File: src/csvt_pkg.sv
// shared types and constants of the csv field tokenizer
package csvt_pkg;

    // bytes with a meaning to the tokenizer
    localparam logic [7:0] CH_QUOTE = 8'h22;
    localparam logic [7:0] CH_COMMA = 8'h2C;
    localparam logic [7:0] CH_CR    = 8'h0D;

    // error codes carried with each result
    typedef enum logic [1:0] {
        ERR_NONE         = 2'd0,
        ERR_MALFORMED    = 2'd1,
        ERR_UNTERMINATED = 2'd2
    } t_csvt_err;

    // per-line quoting state
    typedef struct packed {
        logic in_quotes;
        logic quote_pending;
        logic after_close;
        logic field_is_empty;
        logic line_failed;
    } t_csvt_state;

    localparam t_csvt_state CSVT_STATE_CLEAR = '{
        in_quotes:      1'b0,
        quote_pending:  1'b0,
        after_close:    1'b0,
        field_is_empty: 1'b1,
        line_failed:    1'b0
    };

    // one result item
    typedef struct packed {
        logic       char_valid;
        logic [7:0] out_char;
        logic       field_end;
        logic       line_end;
        t_csvt_err  error_code;
    } t_csvt_result;

endpackage

File: src/csvt_if.sv
// valid/ready channels for line bytes in and tokens out

interface csvt_in_if;
    logic       valid;
    logic       ready;
    logic [7:0] in_char;
    logic       line_last;

    modport source (output valid, output in_char, output line_last, input ready);
    modport sink   (input valid, input in_char, input line_last, output ready);
endinterface

interface csvt_out_if;
    logic       valid;
    logic       ready;
    logic       char_valid;
    logic [7:0] out_char;
    logic       field_end;
    logic       line_end;
    logic [1:0] error_code;

    modport source (
        output valid, output char_valid, output out_char, output field_end,
        output line_end, output error_code, input ready
    );
    modport sink (
        input valid, input char_valid, input out_char, input field_end,
        input line_end, input error_code, output ready
    );
endinterface

File: src/csvt_step.sv
// one-byte step of the quoting state machine: next state and result
module csvt_step (
    input  csvt_pkg::t_csvt_state  i_state,
    input  logic [7:0]             i_char,
    input  logic                   i_last,
    output csvt_pkg::t_csvt_state  o_state_next,
    output csvt_pkg::t_csvt_result o_result
);
    import csvt_pkg::*;

    t_csvt_state  n;
    t_csvt_result res;
    logic         handled;
    logic         is_quote;
    logic         is_comma;

    assign is_quote = (i_char == CH_QUOTE);
    assign is_comma = (i_char == CH_COMMA);

    always_comb begin
        n       = i_state;
        res     = '0;
        handled = 1'b0;

        if (!i_state.line_failed) begin
            // quoted field: pending quote resolves first, then quoted bytes
            if (i_state.quote_pending) begin
                n.quote_pending = 1'b0;
                if (is_quote) begin
                    res.char_valid   = 1'b1;
                    res.out_char     = CH_QUOTE;
                    n.field_is_empty = 1'b0;
                    handled          = 1'b1;
                end else begin
                    n.in_quotes   = 1'b0;
                    n.after_close = 1'b1;
                end
            end else if (i_state.in_quotes) begin
                if (is_quote) begin
                    if (i_last) begin
                        n.in_quotes   = 1'b0;
                        n.after_close = 1'b1;
                    end else begin
                        n.quote_pending = 1'b1;
                    end
                end else begin
                    res.char_valid   = 1'b1;
                    res.out_char     = i_char;
                    n.field_is_empty = 1'b0;
                end
                handled = 1'b1;
            end

            // unquoted bytes and bytes after a closing quote
            if (!handled) begin
                if (is_comma) begin
                    res.field_end    = 1'b1;
                    n.field_is_empty = 1'b1;
                    n.after_close    = 1'b0;
                end else if (is_quote && n.field_is_empty && !n.after_close) begin
                    n.in_quotes = 1'b1;
                end else if ((i_char == CH_CR) && i_last) begin
                    // final carriage return dropped
                end else if (n.after_close || is_quote) begin
                    res.error_code = ERR_MALFORMED;
                    n.line_failed  = 1'b1;
                end else begin
                    res.char_valid   = 1'b1;
                    res.out_char     = i_char;
                    n.field_is_empty = 1'b0;
                end
            end

            // quotes still open when the line ends
            if (i_last && !n.line_failed && n.in_quotes) begin
                res.error_code = ERR_UNTERMINATED;
            end
        end

        // line end closes the last field and clears all state
        if (i_last) begin
            res.line_end = 1'b1;
            n            = CSVT_STATE_CLEAR;
        end
    end

    assign o_state_next = n;
    assign o_result     = res;

endmodule

File: src/csv_field_tokenizer_core.sv
// top level of the csv field tokenizer: input register, step logic, result register
//
// Usage: i_in carries one byte of a text line per transfer, with line_last
// set on the final byte of the line. o_out gives one result per byte: an
// optional field byte (char_valid/out_char), field_end when a comma closes a
// field, line_end on the final byte of a line and error_code for quoting
// errors. A line holds one more field than it has field_end marks.
// Path: a byte taken from i_in is registered, run through the step logic and
// loaded into the result register; its result is on o_out from then on.
// Throughput is one byte per cycle while o_out is not stalled; the only loop
// is the five-bit quoting state, updated in the same cycle as the result register.
// Stall: when o_out.ready is low the result register holds; the input
// register still takes one more byte, and i_in.ready drops only when both
// are full, so no byte is lost or repeated.
// Reset (i_rst_n low at a clock edge) empties both registers and returns the
// quoting state to the start of a line.
module csv_field_tokenizer_core (
    input  logic            i_clk,
    input  logic            i_rst_n,
    csvt_in_if.sink         i_in,
    csvt_out_if.source      o_out
);
    import csvt_pkg::*;

    logic         r_in_valid;
    logic [7:0]   r_in_char;
    logic         r_in_last;
    t_csvt_state  r_state;
    t_csvt_state  n_state;
    logic         r_out_valid;
    t_csvt_result r_out;
    t_csvt_result n_out;
    logic         out_free;
    logic         step_go;

    // handshake: the result register frees up when empty or taken
    assign out_free   = !r_out_valid || o_out.ready;
    assign step_go    = r_in_valid && out_free;
    assign i_in.ready = !r_in_valid || out_free;

    csvt_step u_step (
        .i_state      (r_state),
        .i_char       (r_in_char),
        .i_last       (r_in_last),
        .o_state_next (n_state),
        .o_result     (n_out)
    );

    // control registers
    always_ff @(posedge i_clk) begin
        if (!i_rst_n) begin
            r_in_valid  <= 1'b0;
            r_out_valid <= 1'b0;
            r_state     <= CSVT_STATE_CLEAR;
        end else begin
            if (i_in.ready) begin
                r_in_valid <= i_in.valid;
            end
            if (out_free) begin
                r_out_valid <= r_in_valid;
            end
            if (step_go) begin
                r_state <= n_state;
            end
        end
    end

    // payload registers
    always_ff @(posedge i_clk) begin
        if (i_in.valid && i_in.ready) begin
            r_in_char <= i_in.in_char;
            r_in_last <= i_in.line_last;
        end
        if (step_go) begin
            r_out <= n_out;
        end
    end

    // result port
    assign o_out.valid      = r_out_valid;
    assign o_out.char_valid = r_out.char_valid;
    assign o_out.out_char   = r_out.out_char;
    assign o_out.field_end  = r_out.field_end;
    assign o_out.line_end   = r_out.line_end;
    assign o_out.error_code = r_out.error_code;

`ifndef SYNTHESIS
    // the last byte of a line leaves the state at the start of a line
    a_line_clears: assert property (@(posedge i_clk) disable iff (!i_rst_n)
        (step_go && r_in_last) |=> (r_state == CSVT_STATE_CLEAR))
        else $error("state not cleared after line end");

    // a pending quote only exists inside quotes
    a_pending_in_quotes: assert property (@(posedge i_clk) disable iff (!i_rst_n)
        r_state.quote_pending |-> r_state.in_quotes)
        else $error("quote pending outside quotes");

    // after a closing quote or an error the field is no longer quoted
    a_closed_not_quoted: assert property (@(posedge i_clk) disable iff (!i_rst_n)
        (r_state.after_close || r_state.line_failed) |-> !r_state.in_quotes)
        else $error("quoted state after close or failure");

    // a malformed result carries neither a byte nor a field end
    a_malformed_empty: assert property (@(posedge i_clk) disable iff (!i_rst_n)
        (r_out_valid && (r_out.error_code == ERR_MALFORMED))
            |-> (!r_out.char_valid && !r_out.field_end))
        else $error("malformed result with field data");
`endif

endmodule
File: src/flat_wrapper.sv
// flat-port wrapper written by rule: the top's interface ports become plain ports
module csv_field_tokenizer_core_flat import csvt_pkg::*;
  (i_clk, i_rst_n, i_in_valid, i_in_in_char, i_in_line_last, i_in_ready, o_out_valid, o_out_char_valid, o_out_out_char, o_out_field_end, o_out_line_end, o_out_error_code, o_out_ready);
  csvt_in_if i_in_i ();
  csvt_out_if o_out_i ();
  input  logic i_clk;
  input  logic i_rst_n;
  input wire logic [$bits(i_in_i.valid)-1:0] i_in_valid;
  input wire logic [$bits(i_in_i.in_char)-1:0] i_in_in_char;
  input wire logic [$bits(i_in_i.line_last)-1:0] i_in_line_last;
  output wire logic [$bits(i_in_i.ready)-1:0] i_in_ready;
  output wire logic [$bits(o_out_i.valid)-1:0] o_out_valid;
  output wire logic [$bits(o_out_i.char_valid)-1:0] o_out_char_valid;
  output wire logic [$bits(o_out_i.out_char)-1:0] o_out_out_char;
  output wire logic [$bits(o_out_i.field_end)-1:0] o_out_field_end;
  output wire logic [$bits(o_out_i.line_end)-1:0] o_out_line_end;
  output wire logic [$bits(o_out_i.error_code)-1:0] o_out_error_code;
  input wire logic [$bits(o_out_i.ready)-1:0] o_out_ready;
  assign i_in_i.valid = i_in_valid;
  assign i_in_i.in_char = i_in_in_char;
  assign i_in_i.line_last = i_in_line_last;
  assign i_in_ready = i_in_i.ready;
  assign o_out_valid = o_out_i.valid;
  assign o_out_char_valid = o_out_i.char_valid;
  assign o_out_out_char = o_out_i.out_char;
  assign o_out_field_end = o_out_i.field_end;
  assign o_out_line_end = o_out_i.line_end;
  assign o_out_error_code = o_out_i.error_code;
  assign o_out_i.ready = o_out_ready;
  csv_field_tokenizer_core u_core (.i_clk(i_clk), .i_rst_n(i_rst_n), .i_in(i_in_i), .o_out(o_out_i));
endmodule
File: config.mk
export PLATFORM = sky130hd
export DESIGN_NAME = csv_field_tokenizer_core_flat
export DESIGN_NICKNAME = d
export VERILOG_FILES = /design/src/csvt_pkg.sv /design/src/csvt_if.sv /design/src/csvt_step.sv /design/src/csv_field_tokenizer_core.sv /design/src/flat_wrapper.sv
export SDC_FILE = /design/constraint.sdc
export NUM_CORES = 1
export LEC_CHECK = 0
export BUFFER_PORTS_ARGS = -buffer_cell sky130_fd_sc_hd__clkbuf_2
export CAP_MARGIN = 20
export CORE_ASPECT_RATIO = 1.2
export CORE_UTILIZATION = 48
export CTS_CLUSTER_DIAMETER = 120
export DETAILED_ROUTE_END_ITERATION = 7
export PLACE_DENSITY = 0.8
export SLEW_MARGIN = 20
export SYNTH_ARGS = -nofsm -noshare
export SYNTH_HDL_FRONTEND = slang
export SYNTH_SLANG_ARGS = --single-unit
File: constraint.sdc
create_clock -name i_clk -period 1.63 [get_ports i_clk]
set_input_delay 0.163 -clock i_clk [delete_from_list [all_inputs] [get_ports i_clk]]
set_output_delay 0.163 -clock i_clk [all_outputs]
set_load 0.01 [all_outputs]
* After elaboration in Yosys (flattened, before gate mapping)
Cells that the tools add are included.
** Storage, ports and cells
- Word-level logic and storage cells :: 82
- Bits of input ports :: 13
- Register bits after elaboration :: 29
- Output and inout port bits :: 15
** Cells by class
- Eq/ne operators :: 4
- Reduce and logical (&&, ||, !) cells :: 17
- Muxes and demuxes :: 46
** Operators by type and width (number)
- 9-bit two-way mux :: 8
- 1-bit two-way mux :: 26
- 8-bit by 6-bit == test with 1-bit output, second input constant :: 2
- 4-bit two-way mux :: 3
- 10-bit two-way mux :: 1
- 5-bit two-way mux :: 2
- 3-bit two-way mux :: 3
- 8-bit by 4-bit == test with 1-bit output, second input constant :: 1
- 1-bit logical AND :: 7
- 2-bit two-way mux :: 3
- 6-bit OR reduction :: 1
- 1-bit zero test :: 4
- 1-bit logical OR :: 3
- 2-bit by 1-bit inequality test with 1-bit output, second input constant :: 1
- 2-bit AND reduction :: 1
- 2-bit OR reduction :: 1

* Longest topological paths before layout
Gate-level depths: netlist (run 1).
- Word-level depth :: 16
- Depth in mapped cells :: 6
- Gate-level depth less buffers :: 6

* By module
Synthesis (run 1) repeated with hierarchy kept, for this count alone.
** Unflattened totals
- Cells, all modules :: 108
- Area, all modules :: 1335.0 µm²
** By module, submodules not included
- csv_field_tokenizer_core :: cells each 53, area an instance 950.9 µm², seq. area each 800.8 µm², times used 1
- csvt_step :: cells each 55, area an instance 384.1 µm², seq. area each 0.0 µm², times used 1

* Worst setup path after synthesis (run 1)
Ideal clock, no wire load.
- Kind :: reg2reg
- Start :: register u_core.r_out_valid, in the netlist u_core.o_out.valid
- End :: register u_core.r_state[4] (netlist name)
- Buffers on the path :: 0
- Data arrival time :: 1614 ps
- Setup slack :: -54 ps
- Cell stages (with the launch flop) :: 7
- Required time :: 1560 ps
- Clock period less this slack :: 1684 ps
- Setup time :: 70 ps
- Path through :: dfxtp_1 nor2b_2 nand2b_1 inv_1 nand3_1 or3_1 a21boi_1
** Between the ends
- Word-level cells in the longest chain between the ends :: 4
** RTL lines
- start, declared :: RTL line csv_field_tokenizer_core.sv:30 : logic r_out_valid;
- start signal, assigned :: RTL line csv_field_tokenizer_core.sv:60 : r_out_valid <= r_in_valid;
- 1-bit zero test :: RTL line csv_field_tokenizer_core.sv:37 : assign out_free = !r_out_valid || o_out.ready;
- 1-bit logical OR :: RTL line csv_field_tokenizer_core.sv:37
- 1-bit logical AND :: RTL line csv_field_tokenizer_core.sv:38 : assign step_go = r_in_valid && out_free;
- via u_core.step_go :: RTL line csv_field_tokenizer_core.sv:34 : logic step_go;
- 2-bit AND reduction (no source line)
- end signal, assigned :: RTL line csv_field_tokenizer_core.sv:63 : r_state <= n_state;
- end, declared :: RTL line csv_field_tokenizer_core.sv:28 : t_csvt_state r_state;
The timed path passes the listed nets, and every way through them passes these cells.
A chain may end at the register's enable or synchronous reset.

* Worst setup path in the final report (run 1)
- Start :: register u_core.r_in_char[2]
- End :: register u_core.r_out (netlist bit u_core.o_out.error_code[0]) (data pin)
** Between the ends
- Word-level cells in the longest chain between the ends :: 16
- Elaborated cells between the ends (all ways) :: 34
** RTL lines
- start, declared :: RTL line csv_field_tokenizer_core.sv:26 : logic [7:0] r_in_char;
- start signal, assigned :: RTL line csv_field_tokenizer_core.sv:71 : r_in_char <= i_in.in_char;
- 8-bit by 6-bit == test with 1-bit output :: RTL line csvt_step.sv:17 : assign is_quote = (i_char == CH_QUOTE);
- 3-bit two-way mux :: RTL line csvt_step.sv:39 : if (is_quote) begin
- 4-bit two-way mux :: RTL line csvt_step.sv:38 : end else if (i_state.in_quotes) begin
- 4-bit two-way mux :: RTL line csvt_step.sv:27 : if (i_state.quote_pending) begin
- 4-bit two-way mux :: RTL line csvt_step.sv:25 : if (!i_state.line_failed) begin
- 1-bit logical OR :: RTL line csvt_step.sv:64 : end else if (n.after_close || is_quote) begin
- 1-bit two-way mux :: RTL line csvt_step.sv:64
- 2-bit two-way mux :: RTL line csvt_step.sv:62 : end else if ((i_char == CH_CR) && i_last) begin
- 2-bit two-way mux :: RTL line csvt_step.sv:60 : end else if (is_quote && n.field_is_empty && !n.after_close) begin
- 1-bit two-way mux :: RTL line csvt_step.sv:56 : if (is_comma) begin
- 3-bit two-way mux :: RTL line csvt_step.sv:55 : if (!handled) begin
- 3-bit two-way mux :: RTL line csvt_step.sv:25
- 1-bit zero test :: RTL line csvt_step.sv:75 : if (i_last && !n.line_failed && n.in_quotes) begin
- 1-bit logical AND (2 in series) :: RTL line csvt_step.sv:75
- 6-bit OR reduction (no source line)
- end signal, assigned :: RTL line csv_field_tokenizer_core.sv:75 : r_out <= n_out;
- end, declared :: RTL line csv_field_tokenizer_core.sv:31 : t_csvt_result r_out;
Parallel ways exist; a longest one is shown, timed or not. The select of a mux whose other input is x is not followed.

==> flow_summary.toml, run 1 <==
[sta]
hold_viol = 0
setup_slack_ns = -0.0805
fin_skew_ns = 0.00698
maxSlewViolCount = 0
setup_viol = 13
max_freq_ghz = 0.585
period_minus_slack_ns = 1.71
worst_pin_slew_ns = 0.364
period_share = 1.05
rsz0062_at_grt = "yes"
max-slew-margin-rel = 0.757

[drt]
drtPass1Iterations = 4
vias_per_cell = 5.30
wl_mm = 2.53
wl_met2_mm = 1.32
vias = 1034
ant_nets = 0
met1Wirelength_um = 930
drc_errors = 0
maxUsedRoutingLayer = "met4"
wl_met3_um = 161
routedWlPerCell_um = 13.0
drt_iter0_markers = 39

[power_and_ir_drop]
p_per_area_nw_per_um2 = 778
seqPwrFrac = 0.624
power.internal_mw = 1.06
peakVddDrop_mv = 0.754
power_mw = 1.36
clockPowerShare = 0.273
switchingPower_mw = 0.300
power.share.switching = 0.221
comb_power_share = 0.103
p_leak_nw = 0.722

[finish]
layoutNonFillerInstCount = 195
drive_gt1_frac = 0.395
nets = 175
area_growth_pct = 29.5
diodes = 0

[clocking]
tritoncts = "yes"
clk_latency_ns = 0.32
htreeDepth = 2
cts_made_buffers = 5
clock_path_buffers = 2
ctsRootBufferMaster = "clkbuf_4"
cts_num_sinks = 29
path_clk_slew_ns = 0.07

[floorplanning]
dieArea_um2 = 3030
coreArea_um2 = 2600
initial_utilization = 0.518
rows = 20
die_w_um = 50.4
die-height_um = 60.1
io_pins = 28

[placed_design]
dp_slack_ns = -0.0936
gp_congestion = 0.846
hpwl_mm = 1.90
portBuffers = 27
placed_cells = 180

[yosys]
synth-async-reset-ratio = 0
synth.distinct_cells = 40
yosys_warnings = 0
synth_area_per_cell_um2 = 12.0
syn_area_um2 = 1350
ys_seq_area_frac = 0.594
ys_dominant_reg_cell = "edfxtp_1"
synth_top_cell_by_area = "edfxtp_1"
synth_area_leaders = "edfxtp_1, dfxtp_1, and2_1, nand2_1, o21ai_0"
synth_top_area_share = 0.490
synth_enable_flop_cells = 22
syn_inst = 112
syn_nets = 125
ys_ff_latch = 29

[grt]
grt_pass1_wl_mm = 3.95
globalRouteTotalUtil = 0.188
grt_max_degree = 13
overflow = 0
antenna_found_initial = 0
grt_pass1_vias = 960

[setup_path]
start_kind = "register"
worstSetupPathType = "reg2reg"
crit_fanout = 4
required_ns = 1.70
critPathCaptureType = "register"
reg2reg_depth = 5
worst-endpoint-arrival_ns = 1.78

[hold_path]
worstHoldPathCells = 1
min_path_type = "in2reg"

[run_status]
violations = "negative setup slack"
status = "finished with violations"

[flow_run]
drv_cap = 0
[cells in the final DEF (no fill, tap or decap), drive strengths merged, types with 2 or more instances in the layout]
master        n
dfxtp         7
o31ai         2
edfxtp       22
nor3          4
inv           4
o21ai         6
nand3b        2
a21oi         4
dlygate4sd3   4
o211ai        2
and2         10
nand2         9
a21boi        2
buf          15
a31oi         2
nand2b        4
nor2b         3
o21a          2
clkbuf       33
or3           3
nand3         4
nor2          6
[area by class of cell]
cell class / count / area, µm²
Inverter: 4 / 15.0
Clock buffer: 6 / 41.3
Sequential cell: 29 / 801
Multi-Input combinational cell: 76 / 553
Fill cell: 195 / 856
Clock inverter: 1 / 3.75
Tap cell: 33 / 41.3
Timing Repair Buffer: 46 / 292
[power by group through the flow]
stage | clock [mW] | combinational (mW) | sequential, mW
detailed placement | 0 | 0.121 | 0.865
floorplan | 0 | 0.0553 | 0.870
CTS | 0.384 | 0.129 | 0.848
global placement | 0 | 0.116 | 0.862
finish | 0.371 | 0.140 | 0.849
global route | 0.419 | 0.153 | 0.852
[cell usage after synthesis (all sizes together), types with 2 or more instances]
library cell	number
o21ai	6
inv	4
nor2b	3
o21a	2
a21boi	2
o211ai	2
edfxtp	22
a21oi	4
dfxtp	7
nand3b	2
nand2b	4
nor2	6
nor3	4
and2	10
o31ai	2
buf	3
a31oi	2
nand2	9
nand3	4
or3	3
[layer usage]
metal / global-route usage / vias up
met5: 0 / -
met4: 0.131 / 0
met3: 0.0687 / 14
met2: 0.331 / 46
met1: 0.180 / 459
li1: - / 515
[per-stage QoR]
stage	TNS [ns]	hold WS (ns)	utilization	instance area (µm²)
3_5_place_dp	-0.706	0.342	0.609	1580
2_1_floorplan	-0.0582	0.262	-	1350
5_1_grt	-1.53	0.000888	0.671	1750
3_3_place_gp	-0.0528	0.340	0.609	1580
6_report	-0.512	0.0147	0.671	1750
4_1_cts	-0.732	0.00530	0.642	1670
[worst paths after layout]
check / from / to / slack, ns
max: u_core.r_in_char[2] / u_core.o_out.error_code[0] / -0.08
min: i_in_in_char[6] / u_core.r_in_char[6] / 0.01
min reg2reg: u_core.r_state[0] / u_core.r_state[0] / 0.59
max reg2reg: u_core.r_in_char[2] / u_core.o_out.error_code[0] / -0.08
[critical path: stages, from the launching register on]
cell and delay, ns:
edfxtp_1 0.46, nor3b_4 0.29, a31oi_1 0.13, or3_1 0.39
o211ai_1 0.14, nor2_1 0.06
[registers in the layout, summed over array words and instances (netlist names)]
signal	count
u_core.o_out.char_valid	1
u_core.o_out.field_end	1
u_core.r_in_valid	1
u_core.o_out.out_char	8
u_core.r_in_char	8
u_core.r_state	5
u_core.o_out.line_end	1
u_core.o_out.valid	1
u_core.r_in_last	1
u_core.o_out.error_code	2
[kinds of logic (layout without fill, tap and decap cells)]
family | Yosys count | count (layout) | synth area share
AO/OA/AOI/OAI | 25 | 25 | 0.148
buffers and inverters | 7 | 57 | 0.0288
flip-flops | 29 | 29 | 0.594
multiplexers | 1 | 1 | 0.00742
AND/OR/NAND/NOR | 50 | 50 | 0.223
[repair_timing]
action                                  4_1_cts  5_1_grt
cloned                                        0        0
endpoints found under the setup margin       11       16
hold buffers                                  1        3
gates resized for setup                       4        9
buffers inserted                              3        1
pin swaps                                    18        6
endpoints found under the hold margin         1        3
Power figures use the tool's default switching activity.
==> run 2, diff against run 1 <==
--- a/config.mk
+++ b/config.mk
@@ -11,7 +11,8 @@
 export CORE_UTILIZATION = 48
 export CTS_CLUSTER_DIAMETER = 120
 export DETAILED_ROUTE_END_ITERATION = 7
-export PLACE_DENSITY = 0.8
+export MAX_ROUTING_LAYER = met4
+export PLACE_DENSITY = 0.78
 export SLEW_MARGIN = 20
 export SYNTH_ARGS = -nofsm -noshare
 export SYNTH_HDL_FRONTEND = slang
==> flow_summary.toml, run 2 (same netlist as run 1, synthesis figures left out) <==
[run_status]
violations = "negative setup slack"
status = "finished with violations"

[setup_path]
r2r_end = "u_core.o_out.out_char[1]"
crit_chain = "or3_4 -> o311ai_4 -> a31oi_2 -> and2_1"
slowest_stage = "edfxtp_1"
required_ns = 1.72
worstSetupPathType = "reg2reg"
crit_start = "u_core.r_in_char[4]"
worst-r2r-setup-slack_ns = -0.09
crit_cells = 4
reg2reg_depth = 4
critPathCaptureType = "register"
crit_fanout = 3
slowest_delay_ns = 0.43
endpoint = "u_core.o_out.out_char[1]"
cp_top_family = "simple AND/OR/NAND/NOR gates"
reg2reg_from = "u_core.r_in_char[4]"
start_kind = "register"
worst-endpoint-arrival_ns = 1.81
path_buf_inv = 0

[hold_path]
min_path_type = "in2reg"

[finish]
mostFrequentLayoutCells = "clkbuf_2, edfxtp_1, buf_4, nand2_1"
drive_gt1_frac = 0.367
fillers = 200
nets = 178
area_growth_pct = 30.5
regArea_um2 = 801
final_common_cell = "clkbuf_2"
fin_util = 0.676
diodes = 0
design_area_um2 = 1760
multi_input_area_um2 = 531

[placed_design]
place_area_um2 = 1590
gp_congestion = 0.846
portBuffers = 27
hpwl_mm = 1.88

[clocking]
clock_path_buffers = 2
htreeDepth = 2
path_clk_slew_ns = 0.08
cts_num_sinks = 29
clk_latency_ns = 0.33
ctsRootBufferMaster = "clkbuf_4"
cts_made_buffers = 5
tritoncts = "yes"

[power_and_ir_drop]
seqPwrFrac = 0.608
p_leak_nw = 0.728
p_per_area_nw_per_um2 = 792
clockPowerShare = 0.286
comb_power_share = 0.105
power.share.switching = 0.226
power_mw = 1.39
switchingPower_mw = 0.315
power.internal_mw = 1.08
peakVddDrop_mv = 0.674

[floorplanning]
die_w_um = 50.4
dieArea_um2 = 3030
initial_utilization = 0.518
die-height_um = 60.1
rows = 20
coreArea_um2 = 2600
io_pins = 28

[sta]
max_freq_ghz = 0.582
fin_skew_ns = 0.00442
setup_slack_ns = -0.0877
hold_viol = 0
setup_viol = 10
worst_pin_slew_ns = 0.367
fin_tns_setup_ns = -0.674
period_share = 1.05
max-slew-margin-rel = 0.755
rsz0062_at_grt = "yes"
period_minus_slack_ns = 1.72
maxSlewViolCount = 0

[drt]
ant_nets = 0
drt_iter0_markers = 38
routedWlPerCell_um = 12.9
drc_errors = 0
vias = 1027
drtPass1Iterations = 4
vias_per_cell = 5.16
wl_mm = 2.56

[flow_run]
drv_cap = 0

[grt]
overflow = 0
grt_pass1_vias = 1005
globalRouteTotalUtil = 0.202
grt_max_degree = 15
grt_pass1_wl_mm = 4.03
antenna_found_initial = 0
run 2: power groups by stage:
| stage | Sequential, mW | Combinational (mW) | Clock, mW |
|---|---|---|---|
| final | 0.848 | 0.147 | 0.399 |
| after detailed placement | 0.865 | 0.124 | 0 |
| after CTS | 0.848 | 0.139 | 0.414 |
| after global routing | 0.851 | 0.161 | 0.444 |
| after floorplan | 0.870 | 0.0553 | 0 |
| after global placement | 0.862 | 0.118 | 0 |
run 2: worst register-to-register path: cells and delay by family (launching register included):
kind,cells,cell delay (ns)
AND/OR/NAND/NOR,2,0.59
flip-flops,1,0.43
AO/OA/AOI/OAI,2,0.46
run 2: layout make-up:
type,count,share of cell area
Sequential cell,29,0.455
Tap cell,33,0.0235
Timing Repair Buffer,49,0.184
Multi-Input combinational cell,76,0.301
Clock buffer,8,0.0277
Inverter,4,0.00853
run 2: timing repair:
action / CTS / global route
resized for setup: 8 / 3
endpoints found under the hold margin: 4 / 4
hold buffers: 4 / 4
pin swaps: 6 / 15
endpoints found under the setup margin: 13 / 14
setup buffers: 2 / 0
run 2: worst min-delay path by stage:
| stage | from | end | slack (ns) | cells past startpoint |
|---|---|---|---|---|
| floorplan | i_in_in_char[0] | u_core.r_in_char[0] | 0.26 | 0 |
| global placement | i_in_in_char[1] | u_core.r_in_char[1] | 0.34 | 1 |
| finish | i_in_in_char[7] | u_core.r_in_char[7] | 0.02 | 1 |
| CTS | i_in_in_char[1] | u_core.r_in_char[1] | 0.003 | 1 |
| detailed placement | i_in_in_char[5] | u_core.r_in_char[5] | 0.34 | 1 |
| global route | i_in_in_char[7] | u_core.r_in_char[7] | 0.003 | 1 |
run 2: metal layers:
layer	up-vias	part of all wire	global-route usage
met5	-	0	-
li1	518	-	-
met3	10	0.050	0.0814
met2	33	0.56	0.362
met1	466	0.36	0.167
met4	0	0.034	0.139
run 2: through the flow:
step | hold WS, ns | worst slack [ns] | instances
finish | 0.0173 | -0.0877 | 199
detailed placement | 0.342 | -0.0865 | 181
CTS | 0.00279 | -0.0967 | 195
global placement | 0.339 | -0.0261 | 181
floorplan | 0.262 | -0.0544 | 112
global route | 0.00299 | -0.151 | 199
==> run 3, diff against run 2 <==
--- a/config.mk
+++ b/config.mk
@@ -11,7 +11,6 @@
 export CORE_UTILIZATION = 48
 export CTS_CLUSTER_DIAMETER = 120
 export DETAILED_ROUTE_END_ITERATION = 7
-export MAX_ROUTING_LAYER = met4
 export PLACE_DENSITY = 0.78
 export SLEW_MARGIN = 20
 export SYNTH_ARGS = -nofsm -noshare
==> flow_summary.toml, run 3 (same netlist as run 1, synthesis figures left out) <==
[run_status]
status = "finished with violations"
violations = "negative setup slack"

[drt]
vias = 1102
ant_nets = 0
wl_mm = 2.82
routedWlPerCell_um = 13.9
vias_per_cell = 5.43
drc_errors = 0
drt_iter0_markers = 22
drtPass1Iterations = 5

[power_and_ir_drop]
power_mw = 1.57
switchingPower_mw = 0.336
power.share.switching = 0.214
p_leak_nw = 0.769
p_per_area_nw_per_um2 = 851
seqPwrFrac = 0.541
comb_power_share = 0.100
power.internal_mw = 1.23
clockPowerShare = 0.359
peakVddDrop_mv = 0.786

[setup_path]
crit_chain = "or3_4 -> or3_1 -> o211ai_1 -> nor2_1"
slowest_stage = "edfxtp_1"
crit_fanout = 3
worst-endpoint-arrival_ns = 1.84
slowest_delay_ns = 0.43
path_buf_inv = 0
start_kind = "register"
cp_top_family = "simple AND/OR/NAND/NOR gates"
worstSetupPathType = "reg2reg"
worst-r2r-setup-slack_ns = -0.13
required_ns = 1.71
critPathCaptureType = "register"

[placed_design]
portBuffers = 27
hpwl_mm = 1.87
gp_congestion = 0.838

[clocking]
cts_made_buffers = 5
ctsRootBufferMaster = "clkbuf_4"
clk_latency_ns = 0.33
cts_num_sinks = 29
htreeDepth = 2
path_clk_slew_ns = 0.09
clock_path_buffers = 2
tritoncts = "yes"

[sta]
period_minus_slack_ns = 1.76
worst_pin_slew_ns = 0.397
period_share = 1.08
rsz0062_at_grt = "yes"
setup_slack_ns = -0.126
fin_skew_ns = 0.00884
fin_tns_setup_ns = -1.01
hold_viol = 0
setup_viol = 13
maxSlewViolCount = 0
max-slew-margin-rel = 0.735
max_freq_ghz = 0.569

[finish]
diodes = 0
fillers = 196
drive_gt1_frac = 0.406
area_growth_pct = 36.6
mostFrequentLayoutCells = "clkbuf_2, edfxtp_1, buf_4, dlygate4sd3_1, nand2_1"
final_common_cell = "clkbuf_2"
nets = 182

[floorplanning]
initial_utilization = 0.518
coreArea_um2 = 2600
die_w_um = 50.4
rows = 20
die-height_um = 60.1
io_pins = 28
dieArea_um2 = 3030

[grt]
globalRouteTotalUtil = 0.216
overflow = 0
grt_max_degree = 15
antenna_found_initial = 0
grt_pass1_vias = 1063
grt_pass1_wl_mm = 4.51

[flow_run]
drv_cap = 0

[hold_path]
min_path_type = "in2reg"
run 3: cell types whose count changed in the layout (fill, tap and decap cells not counted), moves of 2 or more:
cell / change
clkbuf_1: -2
and2_4: +2
and2_1: -2
buf_4: +3
run 3: cell type report:
class	instances	area (µm²)	area share
inverters	4	15.0	0.00815
flip-flops and latches	29	801	0.434
multi-input cells	76	554	0.301
clock buffers	6	41.3	0.0224
clock inverters	2	33.8	0.0183
well taps	33	41.3	0.0224
repair buffers	53	357	0.193
run 3: what timing repair did:
item / in CTS / in global routing
hold buffers: 7 / 2
setup buffers: 3 / 2
endpoints found under the setup margin: 13 / 16
pin swaps: 20 / 14
resized for setup: 5 / 9
hold endpoints to repair: 7 / 2
run 3: metrics by stage:
step           hold WS, ns  instance area (µm²)  utilization  std cells  setup WS, ns
3_3_place_gp         0.339                 1590        0.612        181       -0.0266
5_1_grt             0.0995                 1840        0.708        203        -0.190
3_5_place_dp         0.342                 1590        0.612        181       -0.0889
2_1_floorplan        0.262                 1350            -        112       -0.0544
4_1_cts            0.00398                 1770        0.682        199        -0.103
6_report            0.0906                 1840        0.708        203        -0.126
run 3: worst paths after layout:
| kind | start | cells after the start | to |
|---|---|---|---|
| min | i_in_valid | 3 | u_core.r_in_valid |
| min reg2reg | u_core.r_in_valid | 1 | u_core.o_out.valid |
| max | u_core.r_in_char[6] | 4 | u_core.o_out.error_code[0] |
| max reg2reg | u_core.r_in_char[6] | 4 | u_core.o_out.error_code[0] |
run 3: worst min-delay path: cells and delay by family:
kind / cells / cell delay (ns)
simple gates: 1 / 0.09
buf+inv: 1 / 0.09
compound gates: 1 / 0.04
run 3: power by group through the flow:
| stage | clock, mW | sequential [mW] | combinational, mW |
|---|---|---|---|
| 6_report | 0.563 | 0.848 | 0.158 |
| 5_1_grt | 0.611 | 0.852 | 0.172 |
| 4_1_cts | 0.573 | 0.848 | 0.143 |
| 3_3_place_gp | 0 | 0.862 | 0.118 |
| 3_5_place_dp | 0 | 0.865 | 0.123 |
| 2_1_floorplan | 0 | 0.870 | 0.0553 |
run 3: layer usage:
layer,track usage,wire (µm),vias up
met5,0,0,-
met4,0.163,146,0
met3,0.0865,190,16
met2,0.375,1480,52
met1,0.204,1000,509
li1,-,-,525
